--- src/rtl/leb_pkg.sv ---
// shared constants and types for the line edit buffer
`default_nettype none

package leb_pkg;

  localparam int LINE_DEPTH_DEF = 64;
  localparam int CURSOR_W = 6;

  localparam logic [7:0] KEY_PREFIX_A = 8'd0;
  localparam logic [7:0] KEY_PREFIX_B = 8'd224;
  localparam logic [7:0] KEY_LEFT     = 8'd75;
  localparam logic [7:0] KEY_RIGHT    = 8'd77;
  localparam logic [7:0] KEY_HOME     = 8'd71;
  localparam logic [7:0] KEY_END      = 8'd79;
  localparam logic [7:0] KEY_ESC      = 8'd27;
  localparam logic [7:0] KEY_ENTER    = 8'd13;
  localparam logic [7:0] KEY_BACK     = 8'd8;

  localparam logic [1:0] KIND_STATUS  = 2'd0;
  localparam logic [1:0] KIND_CHAR    = 2'd1;
  localparam logic [1:0] KIND_COMMIT  = 2'd2;
  localparam logic [1:0] KIND_DISCARD = 2'd3;

  typedef enum logic [1:0] {
    CELL_HOLD   = 2'd0,
    CELL_INSERT = 2'd1,
    CELL_DELETE = 2'd2,
    CELL_SHIFT  = 2'd3
  } cell_op_t;

  typedef struct packed {
    cell_op_t            op;
    logic [CURSOR_W-1:0] cursor;
    logic [7:0]          key;
  } cell_ctrl_t;

endpackage

`default_nettype wire

--- src/rtl/line_edit_buffer.sv ---
// top level of the line edit buffer: edit control and the row of cells
//
//  channel | handshake          | payload
//  --------+--------------------+--------------------------------------------------
//  key     | key_valid/stall    | key_code[7:0]
//  event   | event_valid/stall  | event_kind[1:0] char_out[7:0] cursor_pos[5:0]
//          |                    | line_length[5:0] last_of_run
//
// enter on a nonempty line: the key transfer, one char event per character shifted
// out of cell 0, then the commit marker; no key is taken meanwhile.
// synchronous reset clears state, cursor, length, remain, the prefix flag and
// event_valid; the cells and the event payload hold no reset value. a stall on event
// holds the output register and stalls key when it cannot be freed in the same cycle.
`default_nettype none

module line_edit_buffer import leb_pkg::*; #(
  parameter int LINE_DEPTH = LINE_DEPTH_DEF
) (
  input  wire logic                clk,
  input  wire logic                rst,
  input  wire logic                key_valid,
  output logic                     key_stall,
  input  wire logic [7:0]          key_code,
  output logic                     event_valid,
  input  wire logic                event_stall,
  output logic [1:0]               event_kind,
  output logic [7:0]               char_out,
  output logic [CURSOR_W-1:0]      cursor_pos,
  output logic [CURSOR_W-1:0]      line_length,
  output logic                     last_of_run
);

  localparam int IDX_W = $clog2(LINE_DEPTH);
  localparam logic [IDX_W-1:0] LEN_MAX = IDX_W'(LINE_DEPTH - 1);

  typedef enum logic [1:0] {
    ST_EDIT = 2'b01,
    ST_EMIT = 2'b10
  } state_t;

  state_t           state, state_next;
  logic [IDX_W-1:0] cursor, cursor_next;
  logic [IDX_W-1:0] length, length_next;
  logic [IDX_W-1:0] remain, remain_next;
  logic             prefix, prefix_next;

  logic             out_free;
  logic             accept;
  logic             load;
  logic [1:0]       kind_load;
  logic [7:0]       char_load;
  logic             last_load;
  cell_ctrl_t       ctrl;

  logic [7:0] cell_data [LINE_DEPTH];

  assign out_free  = !event_valid || !event_stall;
  assign key_stall = (state != ST_EDIT) || !out_free;
  assign accept    = key_valid && !key_stall;

  always_comb begin
    state_next  = state;
    cursor_next = cursor;
    length_next = length;
    remain_next = remain;
    prefix_next = prefix;
    load        = 1'b0;
    kind_load   = KIND_STATUS;
    char_load   = 8'h00;
    last_load   = 1'b1;
    ctrl.op     = CELL_HOLD;
    ctrl.cursor = CURSOR_W'(cursor);
    ctrl.key    = key_code;

    case (state)
      ST_EDIT: begin
        if (accept) begin
          load = 1'b1;
          if (prefix) begin
            prefix_next = 1'b0;
            case (key_code)
              KEY_LEFT: begin
                if (cursor != '0) cursor_next = cursor - 1'b1;
              end
              KEY_RIGHT: begin
                if (cursor < length) cursor_next = cursor + 1'b1;
              end
              KEY_HOME: cursor_next = '0;
              KEY_END:  cursor_next = length;
              default:  cursor_next = cursor;
            endcase
          end else if (key_code inside {KEY_PREFIX_A, KEY_PREFIX_B}) begin
            prefix_next = 1'b1;
          end else if (key_code == KEY_ESC) begin
            cursor_next = '0;
            length_next = '0;
            kind_load   = KIND_DISCARD;
          end else if (key_code == KEY_ENTER) begin
            cursor_next = '0;
            length_next = '0;
            kind_load   = KIND_COMMIT;
            if (length != '0) begin
              // characters go out first, the marker follows from the emit state
              load        = 1'b0;
              remain_next = length;
              state_next  = ST_EMIT;
            end
          end else if (key_code == KEY_BACK) begin
            if (cursor != '0) begin
              ctrl.op     = CELL_DELETE;
              cursor_next = cursor - 1'b1;
              length_next = length - 1'b1;
            end
          end else begin
            if (length != LEN_MAX) begin
              ctrl.op     = CELL_INSERT;
              cursor_next = cursor + 1'b1;
              length_next = length + 1'b1;
            end
          end
        end
      end
      ST_EMIT: begin
        if (out_free) begin
          load = 1'b1;
          if (remain != '0) begin
            ctrl.op     = CELL_SHIFT;
            kind_load   = KIND_CHAR;
            char_load   = cell_data[0];
            last_load   = 1'b0;
            remain_next = remain - 1'b1;
          end else begin
            kind_load  = KIND_COMMIT;
            state_next = ST_EDIT;
          end
        end
      end
      default: begin
        state_next = ST_EDIT;
      end
    endcase
  end

  always_ff @(posedge clk) begin
    if (rst) begin
      state       <= ST_EDIT;
      cursor      <= '0;
      length      <= '0;
      remain      <= '0;
      prefix      <= 1'b0;
      event_valid <= 1'b0;
    end else begin
      state       <= state_next;
      cursor      <= cursor_next;
      length      <= length_next;
      remain      <= remain_next;
      prefix      <= prefix_next;
      event_valid <= load || (event_valid && event_stall);
    end
  end

  always_ff @(posedge clk) begin
    if (load) begin
      event_kind  <= kind_load;
      char_out    <= char_load;
      cursor_pos  <= CURSOR_W'(cursor_next);
      line_length <= CURSOR_W'(length_next);
      last_of_run <= last_load;
    end
  end

  for (genvar i = 0; i < LINE_DEPTH; i++) begin : g_cell
    logic [7:0] left_in;
    logic [7:0] right_in;

    if (i == 0) begin : g_first
      assign left_in = 8'h00;
    end else begin : g_left
      assign left_in = cell_data[i-1];
    end

    if (i == LINE_DEPTH - 1) begin : g_last
      assign right_in = 8'h00;
    end else begin : g_right
      assign right_in = cell_data[i+1];
    end

    leb_cell #(
      .CELL_INDEX(i)
    ) u_cell (
      .clk       (clk),
      .ctrl      (ctrl),
      .left_data (left_in),
      .right_data(right_in),
      .data      (cell_data[i])
    );
  end

endmodule

`default_nettype wire

--- src/rtl/leb_cell.sv ---
// one character cell of the line buffer row
`default_nettype none

module leb_cell import leb_pkg::*; #(
  parameter int CELL_INDEX = 0
) (
  input  wire logic       clk,
  input  wire cell_ctrl_t ctrl,
  input  wire logic [7:0] left_data,
  input  wire logic [7:0] right_data,
  output logic      [7:0] data
);

  localparam logic [CURSOR_W:0] IDX = (CURSOR_W + 1)'(CELL_INDEX);

  logic [CURSOR_W:0] cur;

  assign cur = {1'b0, ctrl.cursor};

  always_ff @(posedge clk) begin
    case (ctrl.op)
      CELL_INSERT: begin
        if (IDX > cur) begin
          data <= left_data;
        end else if (IDX == cur) begin
          data <= ctrl.key;
        end
      end
      // cursor is nonzero here, so this is index >= cursor - 1
      CELL_DELETE: begin
        if (IDX + 1'b1 >= cur) begin
          data <= right_data;
        end
      end
      CELL_SHIFT: begin
        data <= right_data;
      end
      default: begin
        data <= data;
      end
    endcase
  end

endmodule

`default_nettype wire
--- config.mk ---
export PLATFORM = sky130hd
export DESIGN_NAME = line_edit_buffer
export DESIGN_NICKNAME = d
export VERILOG_FILES = /design/src/rtl/leb_pkg.sv /design/src/rtl/line_edit_buffer.sv /design/src/rtl/leb_cell.sv
export SDC_FILE = /design/constraint.sdc
export NUM_CORES = 1
export LEC_CHECK = 0
export CORE_MARGIN = 4
export CORE_UTILIZATION = 50
export CTS_CLUSTER_DIAMETER = 200
export CTS_CLUSTER_SIZE = 24
export DETAILED_ROUTE_END_ITERATION = 12
export DONT_BUFFER_PORTS = 1
export GPL_TIMING_DRIVEN = 0
export PLACE_DENSITY = 0.67
export SETUP_SLACK_MARGIN = 0.15
export SYNTH_ARGS = -nofsm -noshare
export SYNTH_HDL_FRONTEND = slang
export SYNTH_SLANG_ARGS = --single-unit
--- constraint.sdc ---
create_clock -name clk -period 6.5 [get_ports clk]
set_input_delay 1.3 -clock clk [delete_from_list [all_inputs] [get_ports clk]]
set_output_delay 1.3 -clock clk [all_outputs]
set_load 0.1 [all_outputs]
==> results.json <==
{
  "cts_root_buffer": "clkbuf_16",
  "clk_path_buf_depth": 3,
  "finalWirelength_um": 131900,
  "yosysTopAreaCell": "edfxtp_1",
  "grt_overflow_total": 0,
  "holdWs_ns": 0.4972,
  "reg2reg_slack_ns": 0.21,
  "maxCapViolCount": 1,
  "synthToLayoutAreaGrowth_pct": 7.092,
  "drive_above_1_share_pct": 23.21,
  "mappedNetlistArea_um2": 32350,
  "relSlewSlack_pct": -1.539,
  "ctsHoldBuffers": 0,
  "hold_depth": 2,
  "dieHeight_um": 262.4,
  "dp_hpwl_um": 99500,
  "worst_slew_pin_slew_ns": 1.523,
  "postSynth.asyncResetShare_pct": 0,
  "core_um2": 63540,
  "synth-edff-count": 535,
  "worstSetupPathType": "flip-flop to flip-flop",
  "insertion_delay_ns": 0.63,
  "fp.dieArea_um2": 68840,
  "cp-start-kind": "flip-flop",
  "synth.most_common_cell": "edfxtp_1",
  "combPwrFrac_pct": 34.0,
  "reg2regPathDepth": 11,
  "syn_area_per_cell_um2": 12.80,
  "cts-resized-gates": 0,
  "status": "finished, violations left",
  "layout_min_cycle_time_ns": 6.288,
  "postCtsSetupBuffers": 0,
  "max_clock_freq_mhz": 159.0,
  "htreeDepth": 1,
  "vias": 23630,
  "path_depth": 11,
  "netlist_instances": 2527,
  "power_frac_clock_pct": 13.6,
  "cts_made_buffers": 27,
  "ant_nets": 0,
  "crit_top_cell": "a21oi_1",
  "period_share_pct": 96.74,
  "hold_viol_final": 0,
  "port_buffers": 0,
  "synth_commonest_cells": "edfxtp_1, mux2_1, mux2_2",
  "rsz0062_at_grt": "false",
  "power_density_nw_per_um2": 422.3,
  "critPathBufInv": 4,
  "start_util_pct": 50.92,
  "grt_pass1_vias": 22730,
  "drc": 0,
  "crit_slowest_cell": "a21oi_1",
  "path_clk_slew_ns": 0.13,
  "io_pins": 37,
  "row_count": 92,
  "hold_path_class": "flip-flop to flip-flop",
  "seqPwrFrac_pct": 52.4,
  "violations": "capacitance limit, slew limit",
  "drt_pre_antenna_iters": 6,
  "required_ns": 6.71,
  "gp_congestion": 1.020,
  "setup_violations": 0,
  "final_nets": 2625,
  "cp_top_family": "buffers and inverters",
  "drt-wirelength-per-cell_um": 38.17,
  "seq_area_frac_synth_pct": 51.02,
  "ys_warn_count": 0,
  "cp_max_fo": 10,
  "synth_area_leaders": "edfxtp_1, mux2_1, mux2_2",
  "grt_pass1_wl_um": 181600,
  "first_iter_violations": 3402,
  "grt_max_degree": 26,
  "cp.arrival_ns": 6.50,
  "yosysUniqueCellTypes": 75,
  "switchingPower_mw": 5.774,
  "cp_slowest_stage_delay_ns": 1.24,
  "ys.flop_type": "edfxtp_1",
  "final_core_util_pct": 54.53,
  "grtUsageTotal_pct": 36.90,
  "leakagePower_nw": 11.79,
  "slew_violations": 9,
  "path_cells": "clkbuf_1 -> clkinv_1 -> ha_1 -> or3b_2 -> nor4_1 -> a21oi_1 -> nand2_1 -> a21o_1 -> buf_2 -> buf_1 -> a21oi_1",
  "intPower_mw": 8.859,
  "vdd_drop_max_v": 0.0002310,
  "p_sw_share_pct": 39.46,
  "numClockSinks": 557,
  "via_per_inst": 6.840,
  "synth_seq_cells": 557,
  "worst_setup_path_end_kind": "flip-flop",
  "synth_fp_nets": 2555,
  "worst_clock_skew_ns": 0.05817,
  "dieWidth_um": 262.4,
  "antenna_found_initial": 11,
  "yosysTopAreaCellShare_pct": 49.65,
  "cts_tree": "built"
}
==> routing by layer <==
layer | vias up | part of all wire (%) | GRT usage [%]
met1 | 12080 | 41 | 51.68
met3 | 305 | 11 | 8.042
li1 | 9664 | - | -
met5 | - | 0.0099 | 0
met4 | 2 | 5.8 | 16.25
met2 | 1586 | 43 | 55.46
==> sequential cells by signal, summed over array words and instances (netlist names) <==
register,count
remain,6
length,6
event_kind,2
g_cell.u_cell.data,512
state,2
char_out,8
cursor,6
last_of_run,1
prefix,1
line_length,6
event_valid,1
cursor_pos,6
==> cells by family after synthesis <==
logic type | after synthesis | share of synthesized area [%]
compound gates | 337 | 6.450
xor+xnor | 3 | 0.08122
fa+ha+maj | 17 | 0.6497
buf+inv | 225 | 4.002
flops | 557 | 51.02
mux | 895 | 31.13
simple gates | 493 | 6.667
==> layout make-up <==
cell class | instances | area, µm²
fill | 5475 | 28890
sequential | 557 | 16510
multi-input combinational | 1745 | 14730
buffer | 198 | 1197
tap | 846 | 1059
clock buffer | 38 | 716.9
timing repair buffer | 41 | 315.3
inverter | 27 | 101.3
clock inverter | 1 | 20.02
antenna | 2 | 5.005
==> final timing paths <==
path	startpoint	to
setup / recovery	cursor[1]$_SDFF_PP0_	g_cell[32].u_cell.data[3]$_DFFE_PP_
hold / removal	remain[1]$_SDFFE_PP0P_	remain[1]$_SDFFE_PP0P_
setup reg to reg	cursor[1]$_SDFF_PP0_	g_cell[32].u_cell.data[3]$_DFFE_PP_
hold reg to reg	remain[1]$_SDFFE_PP0P_	remain[1]$_SDFFE_PP0P_
==> power groups by stage <==
stage	logic (mW)	registers, mW	clock network (mW)
final	4.98	7.67	1.99
after global routing	5.27	7.73	2.09
after CTS	4.85	7.60	1.98
after detailed placement	4.83	7.68	0
after global placement	4.50	7.67	0
after floorplan	3.10	7.04	0
==> metrics by stage <==
stage	TNS, ns	total power [mW]	std cells	cell area (µm²)	setup WS [ns]
floorplan	0	10.15	2527	32350	2.093
global placement	-1.041	12.17	3373	33410	-0.1222
detailed placement	0	12.51	3410	33840	0.3982
CTS	0	14.42	3449	34570	0.3437
global route	0	15.09	3453	34640	0.2426
finish	0	14.63	3455	34650	0.2117
==> worst register-to-register path, cell delays in order, from the launching register on <==
cell and delay (ns):
dfxtp_1 0.65, clkbuf_1 0.70, clkinv_1 0.77, ha_1 0.53, or3b_2 0.26, nor4_1 0.09
a21oi_1 0.53, nand2_1 0.29, a21o_1 0.24, buf_2 0.22, buf_1 0.34, a21oi_1 1.24
==> cells in the final DEF, fill, tap and decap left out, types with 5 or more instances in the layout <==
cell / netlist / layout
edfxtp_1: 535 / 535
mux2_1: 472 / 472
mux2_2: 419 / 419
nand2_1: 258 / 258
clkbuf_1: 120 / 128
o21ai_0: 128 / 118
nor2_1: 103 / 103
a21oi_1: 67 / 66
buf_6: 37 / 43
nand3_1: 27 / 27
clkbuf_16: 0 / 27
buf_4: 4 / 25
inv_1: 24 / 24
dfxtp_1: 22 / 22
buf_2: 9 / 21
nor3_1: 26 / 20
o22ai_1: 20 / 20
ha_1: 16 / 16
a31oi_1: 17 / 15
buf_1: 15 / 15
a21o_1: 15 / 15
buf_8: 13 / 15
a211oi_2: 1 / 13
and2_1: 12 / 12
o21ai_1: 1 / 11
a221oi_1: 17 / 10
nor4_1: 10 / 9
a211oi_1: 20 / 8
nand2b_1: 8 / 8
or3_1: 7 / 7
or2_2: 7 / 7
and3_1: 7 / 7
a221oi_2: 0 / 7
nor3_2: 0 / 6
nor2b_1: 6 / 6
o211ai_1: 5 / 5
(Power assumes the default switching activity.)
